<file path="src/bcc_pkg.sv">
package bcc_pkg;

  // Width of the key level snapshot carried by each input beat.
  localparam int unsigned LEVEL_BITS = 16;
  localparam int unsigned TICK_W     = 32;
  localparam int unsigned KEY_IDX_W  = 4;

  // Configuration register indexes.
  localparam logic [0:0] CFG_DEBOUNCE = 1'b0;
  localparam logic [0:0] CFG_LIMIT    = 1'b1;

  // Register values after reset.
  localparam logic [TICK_W-1:0] DEBOUNCE_RST = 32'd30;
  localparam logic [TICK_W-1:0] LIMIT_RST    = 32'd300;

  typedef enum logic [2:0] {
    EV_PRESS   = 3'd0,
    EV_RELEASE = 3'd1,
    EV_LONG    = 3'd2,
    EV_DOUBLE  = 3'd3,
    EV_SHORT   = 3'd4
  } ev_kind_e;

  // Commands from the controller to the datapath.
  typedef struct packed {
    logic       load_item;  // capture the input beat
    logic       calc;       // read key state, register the elapsed time
    logic       decide;     // update key state, latch the key's events
    logic       take;       // move one latched event into the hold slot
    logic       slot;       // which latched event to take
    logic       push;       // move the hold slot into the output register
    logic       push_last;  // the pushed beat ends the item
  } bcc_cmd_t;

  // Status from the datapath to the controller.
  typedef struct packed {
    logic       hold_valid;
    logic       out_free;
    logic [1:0] ev_cnt;
  } bcc_status_t;

endpackage

</file>
<file path="src/bcc_ctrl.sv">
module bcc_ctrl import bcc_pkg::*; #(
  parameter int unsigned NUM_KEYS = 16,
  parameter int unsigned KW       = 4
) (
  input  logic          clk_i,
  input  logic          rst_ni,
  input  logic          in_valid_i,
  output logic          in_ready_o,
  input  bcc_status_t   st_i,
  output bcc_cmd_t      cmd_o,
  output logic [KW-1:0] key_o
);

  typedef enum logic [2:0] {
    S_IDLE,
    S_CALC,
    S_DECIDE,
    S_EMIT,
    S_FLUSH
  } state_e;

  localparam logic [KW-1:0] LAST_KEY = KW'(NUM_KEYS - 1);

  state_e        state_q, state_d;
  logic [KW-1:0] key_q, key_d;
  logic [1:0]    slot_q, slot_d;

  always_comb begin
    state_d    = state_q;
    key_d      = key_q;
    slot_d     = slot_q;
    cmd_o      = '0;
    in_ready_o = 1'b0;
    case (state_q)
      S_IDLE: begin
        in_ready_o = 1'b1;
        if (in_valid_i) begin
          cmd_o.load_item = 1'b1;
          key_d           = '0;
          state_d         = S_CALC;
        end
      end
      S_CALC: begin
        cmd_o.calc = 1'b1;
        state_d    = S_DECIDE;
      end
      S_DECIDE: begin
        cmd_o.decide = 1'b1;
        slot_d       = '0;
        state_d      = S_EMIT;
      end
      S_EMIT: begin
        if (slot_q != st_i.ev_cnt) begin
          // The held event can only leave once the output register has room.
          if (!st_i.hold_valid || st_i.out_free) begin
            cmd_o.take = 1'b1;
            cmd_o.slot = slot_q[0];
            cmd_o.push = st_i.hold_valid;
            slot_d     = slot_q + 2'd1;
          end
        end else if (key_q == LAST_KEY) begin
          state_d = S_FLUSH;
        end else begin
          key_d   = key_q + KW'(1);
          state_d = S_CALC;
        end
      end
      S_FLUSH: begin
        if (!st_i.hold_valid) begin
          state_d = S_IDLE;
        end else if (st_i.out_free) begin
          cmd_o.push      = 1'b1;
          cmd_o.push_last = 1'b1;
          state_d         = S_IDLE;
        end
      end
      default: begin
        state_d = S_IDLE;
      end
    endcase
  end

  always_ff @(posedge clk_i or negedge rst_ni) begin
    if (!rst_ni) begin
      state_q <= S_IDLE;
      key_q   <= '0;
      slot_q  <= '0;
    end else begin
      state_q <= state_d;
      key_q   <= key_d;
      slot_q  <= slot_d;
    end
  end

  assign key_o = key_q;

endmodule

</file>
<file path="config.mk">
export PLATFORM = sky130hd
export DESIGN_NAME = bcc_ctrl
export DESIGN_NICKNAME = d
export VERILOG_FILES = /design/src/bcc_pkg.sv /design/src/bcc_ctrl.sv
export SDC_FILE = /design/constraint.sdc
export NUM_CORES = 1
export LEC_CHECK = 0
export BUFFER_PORTS_ARGS = -buffer_cell sky130_fd_sc_hd__buf_2
export CORE_MARGIN = 1.5
export CORE_UTILIZATION = 40
export DETAILED_ROUTE_END_ITERATION = 10
export GPL_ROUTABILITY_DRIVEN = 0
export GPL_TIMING_DRIVEN = 0
export SLEW_MARGIN = 15
export SYNTH_ARGS = -nofsm -noshare
export SYNTH_HDL_FRONTEND = slang
export SYNTH_SLANG_ARGS = --single-unit
</file>
<file path="constraint.sdc">
create_clock -name clk_i -period 2.27 [get_ports clk_i]
set_input_delay 0.5675 -clock clk_i [delete_from_list [all_inputs] [get_ports clk_i]]
set_output_delay 0.5675 -clock clk_i [all_outputs]
set_load 0.005 [all_outputs]
</file>
Yosys cells after proc, flatten, opt, wreduce, memory -nomap -nowiden
Index checks and enable logic that the tools add are counted.
W data, S select, Z words.

word-level totals
  output and inout bits = 12
  logic and storage cells = 50
  bits in registers = 9
  bits of input ports = 7

operators by class
  add/subtract/negate cells = 2
  equal/unequal tests = 12
  mux-type cells = 25
  reduce and logical (&&, ||, !) cells = 8

operators with widths
  kind                   count
  $mux W3                7
  $pmux W3 S5            1
  $mux W4                3
  $mux W2                5
  $ne A2 B2 Y1 const B   5
  $pmux W4 S2            1
  $eq A3 B2 Y1 const B   2
  $mux W1                6
  $reduce_and A3 Y1      2
  $add A4 B1 Y4 const B  1
  $eq A4 B4 Y1 const B   1
  $pmux W2 S2            1
  $reduce_and A4 Y1      1
  $reduce_bool A2 Y1     2
  $eq A3 B1 Y1 const B   1
  $eq A3 B3 Y1 const B   1
  $logic_not A3 Y1       1
  $ne A3 B3 Y1 const B   1
  $add A2 B1 Y2 const B  1
  $ne A2 B2 Y1           1
  $pmux W1 S2            1
  $logic_not A1 Y1       1
  $logic_or A1 B1 Y1     1

Logic depth before layout (Yosys ltp)
  word-level depth = 5
  depth in mapped cells = 4
  depth with buffers taken out = 4

Worst setup path after synthesis
OpenSTA, ideal clock, no wires.

  kind = input to output
  from = input port st_i[1] (netlist bit)
  to = output port cmd_o[1] (netlist bit)
  slack = 0.568 ns
  data required time = 1.702 ns
  data arrival time = 1.134 ns
  stages on the path = 3
  path buffers = 0
  path through = xor2_2 -> o21ai_2 -> a21oi_1

RTL lines
  element          RTL line        RTL
  start, declared  bcc_ctrl.sv:9   input bcc_status_t st_i,
  end, declared    bcc_ctrl.sv:10  output bcc_cmd_t cmd_o,

==> results.cfg <==
[floorplanning]
initial_utilization_pct = 42.2
die-area_sq_um = 2070
floorplan.die.width_um = 45.4
top_level_ports = 19
placement_rows = 15
placeableCoreArea_sq_um = 1710
floorplan.die.height_um = 45.4

[worst_setup_path]
cp_data_arrival_time_ns = 1.60
worst_path_most_repeated_cell = sky130_fd_sc_hd__buf_2
path_cells = buf_2 > xor2_2 > o21ai_2 > a21oi_1 > buf_2
slowest_library_cell_on_the_worst_path = sky130_fd_sc_hd__xor2_2
cp-end-kind = primary output
r2r-end = key_o[0]
max_stage_delay_ns = 0.40
ff2ff_path_depth = 3
ff2ff_setup_slack_ns = 0.87
cp.required_ns = 1.70
crit_path_max_fanout = 8
worstPathBufferInverterCount = 2
rr_startpoint = state_q[0]
critPathKind = reg2out
timing.critical_path.max_delay_family = XOR/XNOR gates
startpoint_type = register

[placement]
numPortBuffers = 18
sum_of_net_half_perimeters_after_detailed_placement_mm = 1.30

[power]
static-leakage-power_nw = 0.416
pwr_density_cell_nw_per_um2 = 1190
worst_ir_drop_vdd_uv = 556

[route]
vias_per_cell = 5.75
dr.first_iter.drc_count = 9
drtPass1Iterations = 4
routed_wl_mm = 1.71
via_count = 725
final_antenna_net_count = 0
wl_per_instance_um = 13.6
remaining_design_rule_violation_count = 0

[timing]
tns_ns = 0
timing.clock.skew_ns = 0.00166
finalSetupViolCount = 0
final-hold-violation-count = 0
timing.final.crit_period_ns = 2.17
final_min_period_over_clock_period_pct = 95.7
max_clock_freq_mhz = 460
slew_headroom_pct = 70.2
grt_setup_unrepaired = false
maxSlewViolCount = 0
timing_worst_slew_pin_value_ns = 0.446

[finish]
most_frequent_cells_in_the_layout = sky130_fd_sc_hd__buf_2, sky130_fd_sc_hd__nand2_1, sky130_fd_sc_hd__dfrtp_1, sky130_fd_sc_hd__o211ai_1
nNetsFinal = 110
mostFrequentLayoutCell = sky130_fd_sc_hd__buf_2
layout-drive-gt1-share_pct = 32.7
n_antenna_cell = 0
layout-area-overhead-vs-synth_pct = 20.5
final.fill_count = 182
postLayoutCoreUtil_pct = 50.8

[global_routing]
grt_max_degree = 11
globalRoute.totalOverflow = 0
antenna_violations_before_repair = 0
via_count_of_the_first_global_routing_pass = 646
grt_usage_pct = 19.3
grt_first_pass_wirelength_mm = 2.85

[clock_tree]
clk_latency_ns = 0.27
tritoncts_num_sinks = 9
clock_tree.buffer_depth = 2
clkSlewWorstSetupHoldPaths_ns = 0.06
postCtsSetupRepairBufs = 0
htree_num_levels = 1
postCtsHoldBufs = 0
cts_tree = yes
clock-root-buffer = sky130_fd_sc_hd__clkbuf_4
cts_made_buffers = 3
post_cts_resized = 0

[yosys]
mappedNetlistNets = 87
yosys.cell_types.count = 32
yosysSeqAreaShare_pct = 31.3
syn_avg_cell_area_sq_um = 9.12
cell_type_with_the_largest_total_area_after_synthesis = sky130_fd_sc_hd__dfrtp_1
syn-instance-count = 79
yosysWarningCount = 0
yosysTopAreaCellShare_pct = 31.3
most_area_consuming_cells_after_synthesis = sky130_fd_sc_hd__dfrtp_1, sky130_fd_sc_hd__o211ai_1, sky130_fd_sc_hd__nand2_1, sky130_fd_sc_hd__xnor2_2, sky130_fd_sc_hd__xor2_2
syn_area_sq_um = 721
synth_seq_cells = 9

[min_path]
holdCritPathClass = in2async

[status]
status = finished, final reports clean

[run]
maxCapViolCount = 0
-- per-stage QoR --
stage                     hold WS, ns  area [sq um]  total power, mW  setup WS [ns]  cells
after global placement          0.439           842            0.896          0.220    122
after CTS                       0.145           868             1.04          0.108    126
after detailed placement        0.435           842            0.904          0.210    122
final                           0.142           868             1.03         0.0983    126
after global routing            0.155           868             1.13         0.0123    126
after floorplan                 0.272           721            0.728          0.568     79
-- kinds of logic after synthesis --
group           share of synthesized area (%)
simple gates                             31.9
compound gates                           21.7
flops                                    31.3
buf+inv                                  4.34
xor+xnor                                 9.03
fa+ha+maj                                1.74
-- layer usage --
| metal | global-route usage, % | vias to the layer above | share of wire (%) | wire length [um] |
|---|---|---|---|---|
| met5 | 0 | - | 0 | 0 |
| met4 | 10.6 | 0 | 2.0 | 34 |
| met3 | 6.35 | 6 | 6.1 | 104 |
| met2 | 28.7 | 24 | 49 | 836 |
| met1 | 24.4 | 345 | 43 | 732 |
| li1 | - | 350 | - | - |
-- power breakdown --
group	switching [mW]	total (mW)	leakage, nW	internal (mW)
Sequential	0.0752	0.297	0.111	0.221
Clock	0.0613	0.129	0.0150	0.0680
Combinational	0.339	0.606	0.291	0.267
-- worst register-to-register path, cell delays in order (launching register included) --
cell and delay, ns:
sky130_fd_sc_hd__dfrtp_1 0.44, sky130_fd_sc_hd__or4b_4 0.58, sky130_fd_sc_hd__o211ai_1 0.14, sky130_fd_sc_hd__o221ai_2 0.12
-- cell usage after synthesis, drive strengths merged --
| cell | instances |
|---|---|
| o211a | 1 |
| inv | 3 |
| a21o | 1 |
| xor2 | 2 |
| nand2 | 10 |
| nor4bb | 3 |
| nand3 | 5 |
| o21ai | 1 |
| o2111ai | 1 |
| o311ai | 3 |
| ha | 1 |
| nand2b | 2 |
| nor2 | 5 |
| o221ai | 1 |
| a41oi | 1 |
| buf | 4 |
| o211ai | 7 |
| nor2b | 1 |
| or4b | 1 |
| o32ai | 1 |
| dfrtp | 9 |
| nor3 | 3 |
| nor3b | 1 |
| xnor2 | 2 |
| nand4 | 1 |
| nand4b | 1 |
| and3 | 2 |
| and4bb | 1 |
| and3b | 1 |
| nand3b | 2 |
| a21oi | 2 |
-- registers in the layout (all words and copies together) (netlist names) --
register  count
state_q       3
slot_q        2
key_o         4
-- final cells by class --
cell class / count / area, sq um / area share [%]
Buffer: 4 / 20.0 / 2.31
Sequential cell: 9 / 225 / 25.9
Clock buffer: 4 / 26.3 / 3.03
Tap cell: 25 / 31.3 / 3.60
Multi-Input combinational cell: 63 / 464 / 53.5
Inverter: 3 / 11.3 / 1.30
Timing Repair Buffer: 18 / 90.1 / 10.4
-- how the worst max path moves through the flow --
| stage | cells past startpoint | slack [ns] | from | end |
|---|---|---|---|---|
| after floorplan | 3 | 0.57 | st_i[1] | cmd_o[1] |
| after global placement | 5 | 0.22 | st_i[1] | cmd_o[1] |
| after detailed placement | 5 | 0.21 | st_i[1] | cmd_o[1] |
| after CTS | 5 | 0.11 | slot_q[0] | cmd_o[2] |
| after global routing | 5 | 0.01 | slot_q[0] | cmd_o[2] |
| final | 5 | 0.1 | slot_q[0] | cmd_o[1] |
Note: power is estimated with default switching activity, not from simulation.
